<file path="src/rtl/core/rfd_pkg.sv">
// Shared types and constants for the response frame deframer.
`timescale 1ns / 1ps
`default_nettype none
package rfd_pkg;

  localparam int unsigned CfgIdxW = 2;
  localparam int unsigned CfgDataW = 16;

  localparam logic [CfgIdxW-1:0] CFG_TIMEOUT_TICKS = 2'd0;
  localparam logic [CfgIdxW-1:0] CFG_MAX_PAYLOAD   = 2'd1;

  localparam logic [15:0] TIMEOUT_RESET = 16'd1000;
  localparam logic [7:0]  MAX_PAY_RESET = 8'd255;

  localparam logic [1:0] REQ_START = 2'd0;
  localparam logic [1:0] REQ_BYTE  = 2'd1;
  localparam logic [1:0] REQ_TICK  = 2'd2;

  localparam logic [1:0] ST_OK      = 2'd0;
  localparam logic [1:0] ST_TIMEOUT = 2'd1;
  localparam logic [1:0] ST_INVALID = 2'd2;

  localparam logic KIND_PAYLOAD = 1'b0;
  localparam logic KIND_STATUS  = 1'b1;

  typedef struct packed {
    logic       out_kind;
    logic [7:0] payload_byte;
    logic [1:0] status;
    logic [7:0] payload_count;
    logic       last;
  } result_t;

  typedef struct packed {
    logic [15:0] timeout_ticks;
    logic [7:0]  max_payload;
  } cfg_t;

endpackage
`default_nettype wire

</file>
<file path="src/rtl/core/rfd_if.sv">
// Valid/ready channel interfaces for requests, results and configuration writes.
`timescale 1ns / 1ps
`default_nettype none
interface rfd_req_if;
  logic       valid;
  logic       ready;
  logic [1:0] req_type;
  logic [7:0] byte_value;
  modport source (output valid, output req_type, output byte_value, input ready);
  modport sink (input valid, input req_type, input byte_value, output ready);
endinterface

interface rfd_rsp_if;
  logic       valid;
  logic       ready;
  logic       out_kind;
  logic [7:0] payload_byte;
  logic [1:0] status;
  logic [7:0] payload_count;
  logic       last;
  modport source (output valid, output out_kind, output payload_byte, output status,
                  output payload_count, output last, input ready);
  modport sink (input valid, input out_kind, input payload_byte, input status,
                input payload_count, input last, output ready);
endinterface

interface rfd_cfg_if;
  logic        valid;
  logic        ready;
  logic [1:0]  index;
  logic [15:0] data;
  modport source (output valid, output index, output data, input ready);
  modport sink (input valid, input index, input data, output ready);
endinterface
`default_nettype wire

</file>
<file path="src/rtl/core/rfd_cfg.sv">
// Configuration register file for the response frame deframer.
`timescale 1ns / 1ps
`default_nettype none
module rfd_cfg
  import rfd_pkg::*;
(
  input  wire logic                clk_i,
  input  wire logic                rst_ni,
  input  wire logic                wr_en_i,
  input  wire logic [CfgIdxW-1:0]  wr_idx_i,
  input  wire logic [CfgDataW-1:0] wr_data_i,
  output cfg_t                     cfg_o
);

  cfg_t cfg_q;

  always_ff @(posedge clk_i or negedge rst_ni) begin
    if (!rst_ni) begin
      cfg_q.timeout_ticks <= TIMEOUT_RESET;
      cfg_q.max_payload   <= MAX_PAY_RESET;
    end else if (wr_en_i) begin
      case (wr_idx_i)
        CFG_TIMEOUT_TICKS: cfg_q.timeout_ticks <= wr_data_i;
        CFG_MAX_PAYLOAD:   cfg_q.max_payload   <= wr_data_i[7:0];
        default:           cfg_q <= cfg_q;
      endcase
    end
  end

  assign cfg_o = cfg_q;

endmodule
`default_nettype wire

</file>
<file path="src/rtl/core/rfd_parser.sv">
// Frame phase tracking, checksums, timeout counting and result formation.
`timescale 1ns / 1ps
`default_nettype none
module rfd_parser
  import rfd_pkg::*;
(
  input  wire logic       clk_i,
  input  wire logic       rst_ni,
  input  wire logic       accept_i,
  input  wire logic [1:0] req_type_i,
  input  wire logic [7:0] byte_value_i,
  input  cfg_t            cfg_i,
  output logic            res_valid_o,
  output result_t         res_o
);

  localparam logic [3:0] PH_IDLE = 4'd0;
  localparam logic [3:0] PH_PRE  = 4'd1;
  localparam logic [3:0] PH_SC0  = 4'd2;
  localparam logic [3:0] PH_SC1  = 4'd3;
  localparam logic [3:0] PH_LEN  = 4'd4;
  localparam logic [3:0] PH_LCS  = 4'd5;
  localparam logic [3:0] PH_TFI  = 4'd6;
  localparam logic [3:0] PH_CMD  = 4'd7;
  localparam logic [3:0] PH_PAY  = 4'd8;
  localparam logic [3:0] PH_DCS  = 4'd9;

  localparam logic [7:0] SYNC_LO    = 8'h00;
  localparam logic [7:0] SYNC_HI    = 8'hFF;
  localparam logic [7:0] TFI_TO_HOST = 8'hD5;
  localparam logic [7:0] MIN_LENGTH = 8'd2;

  logic [3:0]  phase_q, phase_d;
  logic [15:0] tick_q, tick_d;
  logic [7:0]  len_q, len_d;
  logic [7:0]  left_q, left_d;
  logic [7:0]  sum_q, sum_d;
  logic [7:0]  dlv_q, dlv_d;

  logic        fin;
  logic [1:0]  fin_status;
  logic [16:0] tick_inc;
  logic [7:0]  len_rem;
  logic [7:0]  left_dec;
  logic [7:0]  sum_add;

  always_comb begin
    phase_d     = phase_q;
    tick_d      = tick_q;
    len_d       = len_q;
    left_d      = left_q;
    sum_d       = sum_q;
    dlv_d       = dlv_q;
    fin         = 1'b0;
    fin_status  = ST_OK;
    res_valid_o = 1'b0;
    res_o       = '0;
    tick_inc    = {1'b0, tick_q} + 17'd1;
    len_rem     = len_q - MIN_LENGTH;
    left_dec    = left_q - 8'd1;
    sum_add     = sum_q + byte_value_i;

    if (accept_i) begin
      if (req_type_i == REQ_START) begin
        phase_d = PH_PRE;
        tick_d  = '0;
        len_d   = '0;
        left_d  = '0;
        sum_d   = '0;
        dlv_d   = '0;
      end else if (phase_q == PH_IDLE || phase_q > PH_DCS) begin
        phase_d = phase_q;
      end else if (req_type_i == REQ_TICK) begin
        if (tick_inc > {1'b0, cfg_i.timeout_ticks}) begin
          fin        = 1'b1;
          fin_status = (phase_q == PH_SC0 || phase_q == PH_SC1) ? ST_INVALID : ST_TIMEOUT;
        end else begin
          tick_d = tick_inc[15:0];
        end
      end else if (req_type_i == REQ_BYTE) begin
        tick_d = '0;
        case (phase_q)
          PH_PRE: begin
            if (byte_value_i != SYNC_LO) begin
              fin        = 1'b1;
              fin_status = ST_TIMEOUT;
            end else begin
              phase_d = PH_SC0;
            end
          end
          PH_SC0: begin
            if (byte_value_i != SYNC_LO) begin
              fin        = 1'b1;
              fin_status = ST_INVALID;
            end else begin
              phase_d = PH_SC1;
            end
          end
          PH_SC1: begin
            if (byte_value_i != SYNC_HI) begin
              fin        = 1'b1;
              fin_status = ST_INVALID;
            end else begin
              phase_d = PH_LEN;
            end
          end
          PH_LEN: begin
            len_d   = byte_value_i;
            phase_d = PH_LCS;
          end
          PH_LCS: begin
            if ((len_q + byte_value_i) != 8'd0 || len_q < MIN_LENGTH) begin
              fin        = 1'b1;
              fin_status = ST_INVALID;
            end else begin
              phase_d = PH_TFI;
            end
          end
          PH_TFI: begin
            if (byte_value_i != TFI_TO_HOST) begin
              fin        = 1'b1;
              fin_status = ST_INVALID;
            end else begin
              sum_d   = byte_value_i;
              phase_d = PH_CMD;
            end
          end
          PH_CMD: begin
            sum_d   = sum_add;
            left_d  = len_rem;
            phase_d = (len_rem == 8'd0) ? PH_DCS : PH_PAY;
          end
          PH_PAY: begin
            sum_d  = sum_add;
            left_d = left_dec;
            if (left_dec == 8'd0) begin
              phase_d = PH_DCS;
            end
            if (dlv_q < cfg_i.max_payload) begin
              dlv_d                = dlv_q + 8'd1;
              res_valid_o          = 1'b1;
              res_o.out_kind       = KIND_PAYLOAD;
              res_o.payload_byte   = byte_value_i;
              res_o.status         = ST_OK;
              res_o.payload_count  = dlv_q + 8'd1;
              res_o.last           = 1'b0;
            end
          end
          default: begin
            fin        = 1'b1;
            fin_status = (sum_add != 8'd0) ? ST_INVALID : ST_OK;
          end
        endcase
      end
    end

    if (fin) begin
      res_valid_o         = 1'b1;
      res_o.out_kind      = KIND_STATUS;
      res_o.payload_byte  = '0;
      res_o.status        = fin_status;
      res_o.payload_count = dlv_q;
      res_o.last          = 1'b1;
      phase_d             = PH_IDLE;
      tick_d              = '0;
    end
  end

  always_ff @(posedge clk_i or negedge rst_ni) begin
    if (!rst_ni) begin
      phase_q <= PH_IDLE;
      tick_q  <= '0;
      len_q   <= '0;
      left_q  <= '0;
      sum_q   <= '0;
      dlv_q   <= '0;
    end else begin
      phase_q <= phase_d;
      tick_q  <= tick_d;
      len_q   <= len_d;
      left_q  <= left_d;
      sum_q   <= sum_d;
      dlv_q   <= dlv_d;
    end
  end

endmodule
`default_nettype wire

</file>
<file path="src/rtl/core/rfd_outq.sv">
// Two-entry result queue between the parser and the result channel.
`timescale 1ns / 1ps
`default_nettype none
module rfd_outq
  import rfd_pkg::*;
(
  input  wire logic clk_i,
  input  wire logic rst_ni,
  input  wire logic push_i,
  input  result_t   push_data_i,
  output logic      space_o,
  output logic      pop_valid_o,
  input  wire logic pop_ready_i,
  output result_t   pop_data_o
);

  result_t    slot_q [2];
  logic       wr_ptr_q;
  logic       rd_ptr_q;
  logic [1:0] cnt_q;
  logic       pop;

  assign space_o     = (cnt_q != 2'd2);
  assign pop_valid_o = (cnt_q != 2'd0);
  assign pop         = pop_valid_o && pop_ready_i;
  assign pop_data_o  = slot_q[rd_ptr_q];

  always_ff @(posedge clk_i) begin
    if (push_i) begin
      slot_q[wr_ptr_q] <= push_data_i;
    end
  end

  always_ff @(posedge clk_i or negedge rst_ni) begin
    if (!rst_ni) begin
      wr_ptr_q <= 1'b0;
      rd_ptr_q <= 1'b0;
      cnt_q    <= '0;
    end else begin
      if (push_i) begin
        wr_ptr_q <= ~wr_ptr_q;
      end
      if (pop) begin
        rd_ptr_q <= ~rd_ptr_q;
      end
      case ({push_i, pop})
        2'b10:   cnt_q <= cnt_q + 2'd1;
        2'b01:   cnt_q <= cnt_q - 2'd1;
        default: cnt_q <= cnt_q;
      endcase
    end
  end

endmodule
`default_nettype wire

</file>
<file path="src/rtl/core/response_frame_deframer_top.sv">
// Top level of the response frame deframer: config registers, parser and result queue.
// Results: each result is written into the result queue when its request is accepted and is offered from there.
// Throughput: one request transaction per cycle while the two-entry result queue has room.
// A stalled result channel holds the request side once both queue entries are full.
// Reset: asynchronous, active low; parser idle, queue empty, timeout 1000, max payload 255.
`timescale 1ns / 1ps
`default_nettype none
module response_frame_deframer_top
  import rfd_pkg::*;
(
  input  wire logic clk_i,
  input  wire logic rst_ni,
  rfd_req_if.sink   req_i,
  rfd_rsp_if.source rsp_o,
  rfd_cfg_if.sink   cfg_i
);

  cfg_t    cfg;
  logic    space;
  logic    accept;
  logic    res_valid;
  result_t res;
  result_t head;

  assign cfg_i.ready = 1'b1;
  assign req_i.ready = space;
  assign accept      = req_i.valid && space;

  rfd_cfg u_cfg (
    .clk_i     (clk_i),
    .rst_ni    (rst_ni),
    .wr_en_i   (cfg_i.valid),
    .wr_idx_i  (cfg_i.index),
    .wr_data_i (cfg_i.data),
    .cfg_o     (cfg)
  );

  rfd_parser u_parser (
    .clk_i        (clk_i),
    .rst_ni       (rst_ni),
    .accept_i     (accept),
    .req_type_i   (req_i.req_type),
    .byte_value_i (req_i.byte_value),
    .cfg_i        (cfg),
    .res_valid_o  (res_valid),
    .res_o        (res)
  );

  rfd_outq u_outq (
    .clk_i       (clk_i),
    .rst_ni      (rst_ni),
    .push_i      (res_valid),
    .push_data_i (res),
    .space_o     (space),
    .pop_valid_o (rsp_o.valid),
    .pop_ready_i (rsp_o.ready),
    .pop_data_o  (head)
  );

  assign rsp_o.out_kind      = head.out_kind;
  assign rsp_o.payload_byte  = head.payload_byte;
  assign rsp_o.status        = head.status;
  assign rsp_o.payload_count = head.payload_count;
  assign rsp_o.last          = head.last;

endmodule
`default_nettype wire
</file>
<file path="src/flat_wrapper.sv">
// flat-port wrapper written by rule: the top's interface ports become plain ports
module response_frame_deframer_top_flat import rfd_pkg::*;
  (clk_i, rst_ni, req_i_valid, req_i_req_type, req_i_byte_value, req_i_ready, rsp_o_valid, rsp_o_out_kind, rsp_o_payload_byte, rsp_o_status, rsp_o_payload_count, rsp_o_last, rsp_o_ready, cfg_i_valid, cfg_i_index, cfg_i_data, cfg_i_ready);
  rfd_req_if req_i_i ();
  rfd_rsp_if rsp_o_i ();
  rfd_cfg_if cfg_i_i ();
  input  wire logic clk_i;
  input  wire logic rst_ni;
  input wire logic [$bits(req_i_i.valid)-1:0] req_i_valid;
  input wire logic [$bits(req_i_i.req_type)-1:0] req_i_req_type;
  input wire logic [$bits(req_i_i.byte_value)-1:0] req_i_byte_value;
  output wire logic [$bits(req_i_i.ready)-1:0] req_i_ready;
  output wire logic [$bits(rsp_o_i.valid)-1:0] rsp_o_valid;
  output wire logic [$bits(rsp_o_i.out_kind)-1:0] rsp_o_out_kind;
  output wire logic [$bits(rsp_o_i.payload_byte)-1:0] rsp_o_payload_byte;
  output wire logic [$bits(rsp_o_i.status)-1:0] rsp_o_status;
  output wire logic [$bits(rsp_o_i.payload_count)-1:0] rsp_o_payload_count;
  output wire logic [$bits(rsp_o_i.last)-1:0] rsp_o_last;
  input wire logic [$bits(rsp_o_i.ready)-1:0] rsp_o_ready;
  input wire logic [$bits(cfg_i_i.valid)-1:0] cfg_i_valid;
  input wire logic [$bits(cfg_i_i.index)-1:0] cfg_i_index;
  input wire logic [$bits(cfg_i_i.data)-1:0] cfg_i_data;
  output wire logic [$bits(cfg_i_i.ready)-1:0] cfg_i_ready;
  assign req_i_i.valid = req_i_valid;
  assign req_i_i.req_type = req_i_req_type;
  assign req_i_i.byte_value = req_i_byte_value;
  assign req_i_ready = req_i_i.ready;
  assign rsp_o_valid = rsp_o_i.valid;
  assign rsp_o_out_kind = rsp_o_i.out_kind;
  assign rsp_o_payload_byte = rsp_o_i.payload_byte;
  assign rsp_o_status = rsp_o_i.status;
  assign rsp_o_payload_count = rsp_o_i.payload_count;
  assign rsp_o_last = rsp_o_i.last;
  assign rsp_o_i.ready = rsp_o_ready;
  assign cfg_i_i.valid = cfg_i_valid;
  assign cfg_i_i.index = cfg_i_index;
  assign cfg_i_i.data = cfg_i_data;
  assign cfg_i_ready = cfg_i_i.ready;
  response_frame_deframer_top u_core (.clk_i(clk_i), .rst_ni(rst_ni), .req_i(req_i_i), .rsp_o(rsp_o_i), .cfg_i(cfg_i_i));
endmodule
</file>
<file path="config.mk">
export PLATFORM = sky130hd
export DESIGN_NAME = response_frame_deframer_top_flat
export DESIGN_NICKNAME = d
export VERILOG_FILES = /design/src/rtl/core/rfd_pkg.sv /design/src/rtl/core/rfd_if.sv /design/src/rtl/core/rfd_cfg.sv /design/src/rtl/core/rfd_parser.sv /design/src/rtl/core/rfd_outq.sv /design/src/rtl/core/response_frame_deframer_top.sv /design/src/flat_wrapper.sv
export SDC_FILE = /design/constraint.sdc
export NUM_CORES = 1
export LEC_CHECK = 0
export BUFFER_PORTS_ARGS = -buffer_cell sky130_fd_sc_hd__buf_2
export CAP_MARGIN = 20
export CORE_UTILIZATION = 47
export CTS_CLUSTER_DIAMETER = 120
export DETAILED_ROUTE_END_ITERATION = 10
export GPL_TIMING_DRIVEN = 0
export PLACE_DENSITY = 0.72
export SYNTH_ARGS = -nofsm -noshare
export SYNTH_HDL_FRONTEND = slang
export SYNTH_HIERARCHICAL = 1
export SYNTH_SLANG_ARGS = --single-unit
</file>
<file path="constraint.sdc">
create_clock -name clk_i -period 4.3 [get_ports clk_i]
set_input_delay 0.645 -clock clk_i [delete_from_list [all_inputs] [get_ports clk_i]]
set_output_delay 0.645 -clock clk_i [all_outputs]
set_load 0.1 [all_outputs]
</file>
Yosys cells after proc, flatten, opt, wreduce, memory -nomap -nowiden:

Memory sizes are Yosys's and may differ from the RTL's.
Index checks and enable logic that the tools add are counted.

* register bits after elaboration: 80
* RAM bits: 40
* bits of input ports: 33
* logic and storage cells: 177
* memories: 1

Memory list
* u_core.u_outq.slot_q: words 2, bits a word 20, read ports 1, clocked after Yosys merged registers in 0, wr ports 1, RTL line rfd_outq.sv:17 `result_t slot_q [2];`

* add/sub/neg operators: 8
* order comparisons: 4
* equality and inequality tests: 28
* mux-type cells: 87
* bitwise operators: 2
* reduce and logical (&&, ||, !) cells: 36

Operators with widths (count)
* two-way mux 8 bit: 20
* two-way mux 19 bit: 7
* two-way mux 16 bit: 7
* two-way mux 4 bit: 12
* one-hot mux 4 bit (8 select lines): 1
* one-hot mux 8 bit (2 select lines): 2
* != test 4 bit (second input constant): 7
* two-way mux 2 bit: 12
* nonzero test 8 bit: 3
* two-way mux 1 bit: 22
* two-way mux 20 bit: 1
* adder 16 x 1 -> 17 bit (second input constant): 1
* > comparator 17 x 16 -> 1 bit: 1
* adder 8 bit: 2
* == test 4 x 3 -> 1 bit (second input constant): 4
* zero test 8 bit: 2
* != test 8 bit (second input constant): 2
* nonzero test 2 bit: 7
* one-hot mux 2 bit (6 select lines): 1
* AND reduction 6 bit: 2
* AND reduction 11 bit: 1
* AND reduction 5 bit: 2
* nonzero test 10 bit: 1
* != test 3 bit (second input constant): 3
* other kinds (27): 42

Depth between registers and ports, before layout:

* depth in word-level cells: 13
* depth in mapped cells: 22

Modules after synthesis:

Netlist, hierarchy kept.

Modules (own cells, without submodules)
* rfd_parser: instances 1, cells an instance 616, area each 4969.8 sq um, seq. area each 1301.2 sq um
* rfd_outq: instances 1, cells an instance 79, area each 1634.1 sq um, seq. area each 1301.2 sq um
* rfd_cfg: instances 1, cells an instance 51, area each 925.9 sq um, seq. area each 618.1 sq um
* response_frame_deframer_top: instances 1, cells an instance 3, area each 17.5 sq um, seq. area each 0.0 sq um

Worst setup path before layout:

OpenSTA, ideal clock, no wires.

* path kind: register -> register
* from: register u_core.u_parser.tick_q[2]
* to: memory u_core/u_outq/slot_q[0][0] (netlist name) (enable)
* setup time: 0.397 ns
* arrival time: 4.148 ns
* required time: 3.903 ns
* slack: -0.245 ns
* stages on the path, launching flop included: 20
* path buffers: 1
* period minus slack after synthesis: 4.545 ns
* path through: dfrtp_1 -> nand3_1 -> nor2_1 -> and3_1 -> and3_1 -> and3_1 -> clkbuf_1 -> nand3_1 -> xnor2_1 -> ha_1 -> nand4_1 -> nor2_1 -> a41oi_1 -> o31ai_1 -> and2_1 -> a21oi_4 -> inv_1 -> nand2_1 -> inv_1 -> nor2_1

* longest elaborated chain between the ends: 10

RTL lines
* start, declared: RTL line rfd_parser.sv:34 `logic [15:0] tick_q, tick_d;`
* start signal, assigned: RTL line rfd_parser.sv:179 `tick_q <= tick_d;`
* adder 16 x 1 -> 17 bit: RTL line rfd_parser.sv:58 `tick_inc = {1'b0, tick_q} + 17'd1;`
* > comparator 17 x 16 -> 1 bit: RTL line rfd_parser.sv:74 `if (tick_inc > {1'b0, cfg_i.timeout_ticks}) begin`
* two-way mux 1 bit: RTL line rfd_parser.sv:74
* two-way mux 1 bit: RTL line rfd_parser.sv:73 `end else if (req_type_i == REQ_TICK) begin`
* two-way mux 1 bit: RTL line rfd_parser.sv:71 `end else if (phase_q == PH_IDLE || phase_q > PH_DCS) begin`
* two-way mux 1 bit: RTL line rfd_parser.sv:64 `if (req_type_i == REQ_START) begin`
* two-way mux 1 bit: RTL line rfd_parser.sv:63 `if (accept_i) begin`
* two-way mux 1 bit: RTL line rfd_parser.sv:157 `if (fin) begin`
* net u_core.res_valid: RTL line response_frame_deframer_top.sv:21 `logic res_valid;`
* two-way mux 1 bit: RTL line rfd_outq.sv:29 `if (push_i) begin`
* two-way mux 1 bit (implied by the code): RTL line rfd_outq.sv:30 `slot_q[wr_ptr_q] <= push_data_i;`
* end, declared: RTL line rfd_outq.sv:17

The timed path passes the listed nets, and every way through them passes these cells.

Worst setup path in the final report:

* from: register u_core.u_parser.tick_q[0]
* to: register u_core.u_outq.cnt_q[1]

* longest elaborated chain between the ends: 10

RTL lines
* adder 16 x 1 -> 17 bit (*): RTL line rfd_parser.sv:58
* > comparator 17 x 16 -> 1 bit (*): RTL line rfd_parser.sv:74
* two-way mux 1 bit (*): RTL line rfd_parser.sv:74
* two-way mux 1 bit (*): RTL line rfd_parser.sv:73
* two-way mux 1 bit (*): RTL line rfd_parser.sv:71
* two-way mux 1 bit (*): RTL line rfd_parser.sv:64
* two-way mux 1 bit (*): RTL line rfd_parser.sv:63
* two-way mux 1 bit (*): RTL line rfd_parser.sv:157
* net u_core.res_valid: RTL line response_frame_deframer_top.sv:21
* == test 2 x 1 -> 1 bit or == test 2 bit (tied branches): RTL line rfd_outq.sv:46 `case ({push_i, pop})`
* one-hot mux 2 bit (2 select lines) or nonzero test 2 bit (tied branches)
* end signal, assigned: RTL line rfd_outq.sv:47 `2'b10: cnt_q <= cnt_q + 2'd1;`
* end signal, assigned: RTL line rfd_outq.sv:48 `2'b01: cnt_q <= cnt_q - 2'd1;`
* end signal, assigned: RTL line rfd_outq.sv:49 `default: cnt_q <= cnt_q;`
* end, declared: RTL line rfd_outq.sv:20 `logic [1:0] cnt_q;`

Mark *: on every way through the listed nets, which the timed path passes. The rest lies on a longest branch.
A chain may end at the register's enable or synchronous reset.

==> flow_metrics.env <==
export IMPL_root_buffer="sky130_fd_sc_hd__clkbuf_16"
export IMPL_route_vias_total=6083
export IMPL_core_um2=15430
export IMPL_clk_path_buf_depth=2
export IMPL_synth_compound_gate_area_share_pct=17.21
export IMPL_grt_pass1_wl_um=28000
export IMPL_port_buffers=54
export IMPL_synthDistinctLibCells=76
export IMPL_routed_wire_length_per_instance_um=16.15
export IMPL_async_sr_flop_fraction_pct=66.67
export IMPL_syn_avg_cell_area_um2=10.08
export IMPL_globalRouteTotalUtil_pct=21.90
export IMPL_detail_route_antenna_nets=0
export IMPL_gp_congestion=0.8663
export IMPL_synth_yosys_warnings=6
export IMPL_die_area_um2=16570
export IMPL_cts_htree_levels=4
export IMPL_fin_crit_ps=4094
export IMPL_setup_worst_path_start="u_core/u_parser/tick_q[0]"
export IMPL_ios=56
export IMPL_post_synth_top_area_fraction_pct=21.88
export IMPL_netlist_top_cells_area="sky130_fd_sc_hd__dfrtp_1 22%, sky130_fd_sc_hd__edfxtp_1 16%, sky130_fd_sc_hd__ha_1 7.6%"
export IMPL_worst_r2r_endpoint="u_core/u_outq/cnt_q[1]"
export IMPL_dr_first_iter_drc_count=513
export IMPL_ys_ff_latch=120
export IMPL_detail_route_vias_per_cell=5.733
export IMPL_finalNetCount=918
export IMPL_drc_violations=0
export IMPL_final_setup_viol_count=0
export IMPL_startpoint_type="flip-flop"
export IMPL_syn_inst=749
export IMPL_cts_clk_slew_worst_paths_ps=60
export IMPL_p_per_area_nw_per_um2=606.3
export IMPL_run_status="completed"
export IMPL_synth_top_family_by_area="compound AO/OA/AOI/OAI gates"
export IMPL_number_of_enable_flip_flop_cells_after_synthesis=40
export IMPL_tritoncts_num_buffers=17
export IMPL_antenna_found_initial=0
export IMPL_tritoncts_clock_tree="built"
export IMPL_required_ps=4640
export IMPL_most_common_layout_cells="67 x sky130_fd_sc_hd__o21ai_0, 62 x sky130_fd_sc_hd__dfrtp_1, 55 x sky130_fd_sc_hd__buf_2, 50 x sky130_fd_sc_hd__nor2_1, 48 x sky130_fd_sc_hd__mux2_2"
export IMPL_synth_area_mux_share_pct=7.493
export IMPL_setup_worst_path_class="reg2reg"
export IMPL_layout_commonest_cell="sky130_fd_sc_hd__o21ai_0"
export IMPL_postSynthNetCount=830
export IMPL_data_arrival_time_at_the_worst_slack_endpoint_ps=4440
export IMPL_grt_overflow_total=0
export IMPL_r2r_start="u_core/u_parser/tick_q[0]"
export IMPL_utilization_pct=57.72
export IMPL_totalNegativeSetupSlack_ps=0
export IMPL_post_cts_hold_buffer_count=0
export IMPL_final_max_slew_violation_count=0
export IMPL_hp_class="in2async"
export IMPL_max_cap_viol=0
export IMPL_initial_core_util_pct=48.92
export IMPL_worst_setup_path_end_kind="flip-flop"
export IMPL_timing_critical_path_fanout_max=7
export IMPL_post_synth_instance_area_um2=7547
export IMPL_max_freq_mhz=244.3
export IMPL_regToRegSetupSlack_ps=210
export IMPL_num_fill_cells=1330
export IMPL_synth_sequential_area_ratio_pct=42.67
export IMPL_layout_drive_gt1_share_pct=25.06
export IMPL_timing_reg2reg_worst_path_depth=20
export IMPL_worst_ir_drop_vdd_mv=0.3655
export IMPL_placement_rows=45
export IMPL_die_w_um=128.7
export IMPL_synth_largest_area_cell="sky130_fd_sc_hd__dfrtp_1"
export IMPL_antenna_cells_inserted=0
export IMPL_drt_total_wl_um=17140
export IMPL_vias_in_the_first_global_route=5720
export IMPL_worstSkewPairLatency_ps=430
export IMPL_grt_max_degree=44
export IMPL_power_leakage_nw=3.815
export IMPL_drtPass1Iterations=5
export IMPL_ys_flop_type="sky130_fd_sc_hd__dfrtp_1"
export IMPL_clkSinkCount=120
export IMPL_synth_xor_area_share_pct=4.526
export IMPL_finClkSkew_ps=18.96
export IMPL_post_synth_fa_ha_maj_area_fraction_pct=8.156
export IMPL_synthSimpleGateAreaFrac_pct=15.88
export IMPL_finalHoldViolations=0
export IMPL_post_dp_hpwl_um=12180
export IMPL_worst_slew_pin_slew_ps=684.4
export IMPL_chipHeight_um=128.7
export IMPL_max_slew_margin_rel_pct=54.18
export IMPL_post_route_period_util_pct=95.21
export IMPL_area_delta_synth_final_pct=17.99
==> layout make-up <==
cell class,count,area (um^2),area share [%]
repair buffers,69,417.9,4.693
inverters,39,146.4,1.644
flip-flops and latches,120,3226,36.22
clock inverters,14,157.7,1.770
well taps,211,264.0,2.965
clock buffers,18,429.2,4.819
multi-input cells,558,4109,46.14
plain buffers,32,155.1,1.742
==> synthesized netlist by cell type (11+ instances only) <==
library cell	count
sky130_fd_sc_hd__xnor2_1	19
sky130_fd_sc_hd__o21ai_0	67
sky130_fd_sc_hd__nor2b_1	12
sky130_fd_sc_hd__nand2b_1	15
sky130_fd_sc_hd__nand2_1	39
sky130_fd_sc_hd__a21oi_1	30
sky130_fd_sc_hd__edfxtp_1	40
sky130_fd_sc_hd__inv_1	39
sky130_fd_sc_hd__nand3_1	23
sky130_fd_sc_hd__and2_1	16
sky130_fd_sc_hd__xor2_1	20
sky130_fd_sc_hd__dfstp_2	14
sky130_fd_sc_hd__nor3_1	17
sky130_fd_sc_hd__dfrtp_1	66
sky130_fd_sc_hd__ha_1	46
sky130_fd_sc_hd__o31ai_1	17
sky130_fd_sc_hd__clkbuf_1	24
sky130_fd_sc_hd__and3_1	11
sky130_fd_sc_hd__mux2_2	48
sky130_fd_sc_hd__nor2_1	53
==> through the flow <==
| step | std cells | worst slack (ps) | power [W] | instance area, um^2 | hold WS (ps) |
|---|---|---|---|---|---|
| 6_report | 1061 | 205.9 | 0.005399 | 8905 | 209.2 |
| 5_1_grt | 1061 | -40.47 | 0.005699 | 8905 | 247.1 |
| 4_1_cts | 1051 | 20.26 | 0.005377 | 8785 | 224.8 |
| 3_5_place_dp | 1015 | -810.8 | 0.003925 | 8114 | 488.2 |
| 3_3_place_gp | 1014 | -760.8 | 0.003893 | 8084 | 480.1 |
| 2_1_floorplan | 749 | 83.51 | 0.003453 | 7550 | 349.4 |
==> per-layer routing <==
metal  up-vias  track usage [%]  part of all wire, %
met5         -                0                    0
met4         0            7.474                  1.1
met3        20            4.449                  5.5
met2       191            37.01                   50
met1      2943            28.01                   44
li1       2929                -                    -
==> repair_timing <==
| action | 4_1_cts | 5_1_grt |
|---|---|---|
| gates resized for setup | 13 | 16 |
| endpoints found under the setup margin | 81 | 75 |
| setup buffers | 4 | 10 |
| pin swaps | 2 | 4 |
| cloned | 1 | 0 |
==> how the worst max path moves through the flow <==
stage / cells past startpoint / slack (ps) / end
6_report: 20 / 210 / u_core/u_outq/cnt_q[1]
5_1_grt: 20 / -40 / u_core/u_outq/cnt_q[1]
4_1_cts: 20 / 20 / u_core/u_outq/cnt_q[1]
3_5_place_dp: 19 / -810 / u_core/u_outq/slot_q[0][16]
3_3_place_gp: 19 / -760 / u_core/u_outq/slot_q[0][16]
2_1_floorplan: 19 / 80 / u_core/u_outq/slot_q[0][0]
==> sequential cells by signal, summed over array words and instances, names as in the netlist <==
signal	cells
u_core/u_outq/rd_ptr_q	1
u_core/u_parser/tick_q	16
u_core/u_parser/dlv_q	8
u_core/u_outq/wr_ptr_q	1
u_core/u_parser/len_q	8
u_core/u_parser/phase_q	4
u_core/u_parser/left_q	8
u_core/u_outq/slot_q	40
u_core/u_cfg/cfg_o	24
u_core/u_parser/sum_q	8
u_core/u_outq/cnt_q	2
==> cells by family (layout without fill, tap and decap cells) <==
kind of cell,Yosys count,in the layout
compound gates,192,192
buf+inv,72,172
xor+xnor,39,39
flops,120,120
other cells,1,1
fa+ha+maj,48,48
mux,50,50
simple gates,227,228
==> worst max-delay path: stages (launching register included) <==
cell	delay, ps
sky130_fd_sc_hd__dfrtp_2	420
sky130_fd_sc_hd__nand2_1	140
sky130_fd_sc_hd__nor2_4	140
sky130_fd_sc_hd__and3_2	240
sky130_fd_sc_hd__and3_2	240
sky130_fd_sc_hd__and3_4	250
sky130_fd_sc_hd__nand3_1	140
sky130_fd_sc_hd__xnor2_1	210
sky130_fd_sc_hd__ha_1	270
sky130_fd_sc_hd__nand4_1	150
sky130_fd_sc_hd__nor3_1	70
sky130_fd_sc_hd__a211o_1	340
sky130_fd_sc_hd__o31ai_4	220
sky130_fd_sc_hd__and2_4	220
sky130_fd_sc_hd__a21oi_4	60
sky130_fd_sc_hd__inv_1	110
sky130_fd_sc_hd__nand2_1	110
sky130_fd_sc_hd__inv_2	120
sky130_fd_sc_hd__ha_1	260
sky130_fd_sc_hd__nor2_1	130
sky130_fd_sc_hd__xor2_1	170
==> where the power goes <==
group	switching, W	internal [W]
clock network	0.000508	0.000901
registers	0.000203	0.00141
logic	0.00153	0.000841
total	0.00224	0.00315
Power figures use the tool's default switching activity.
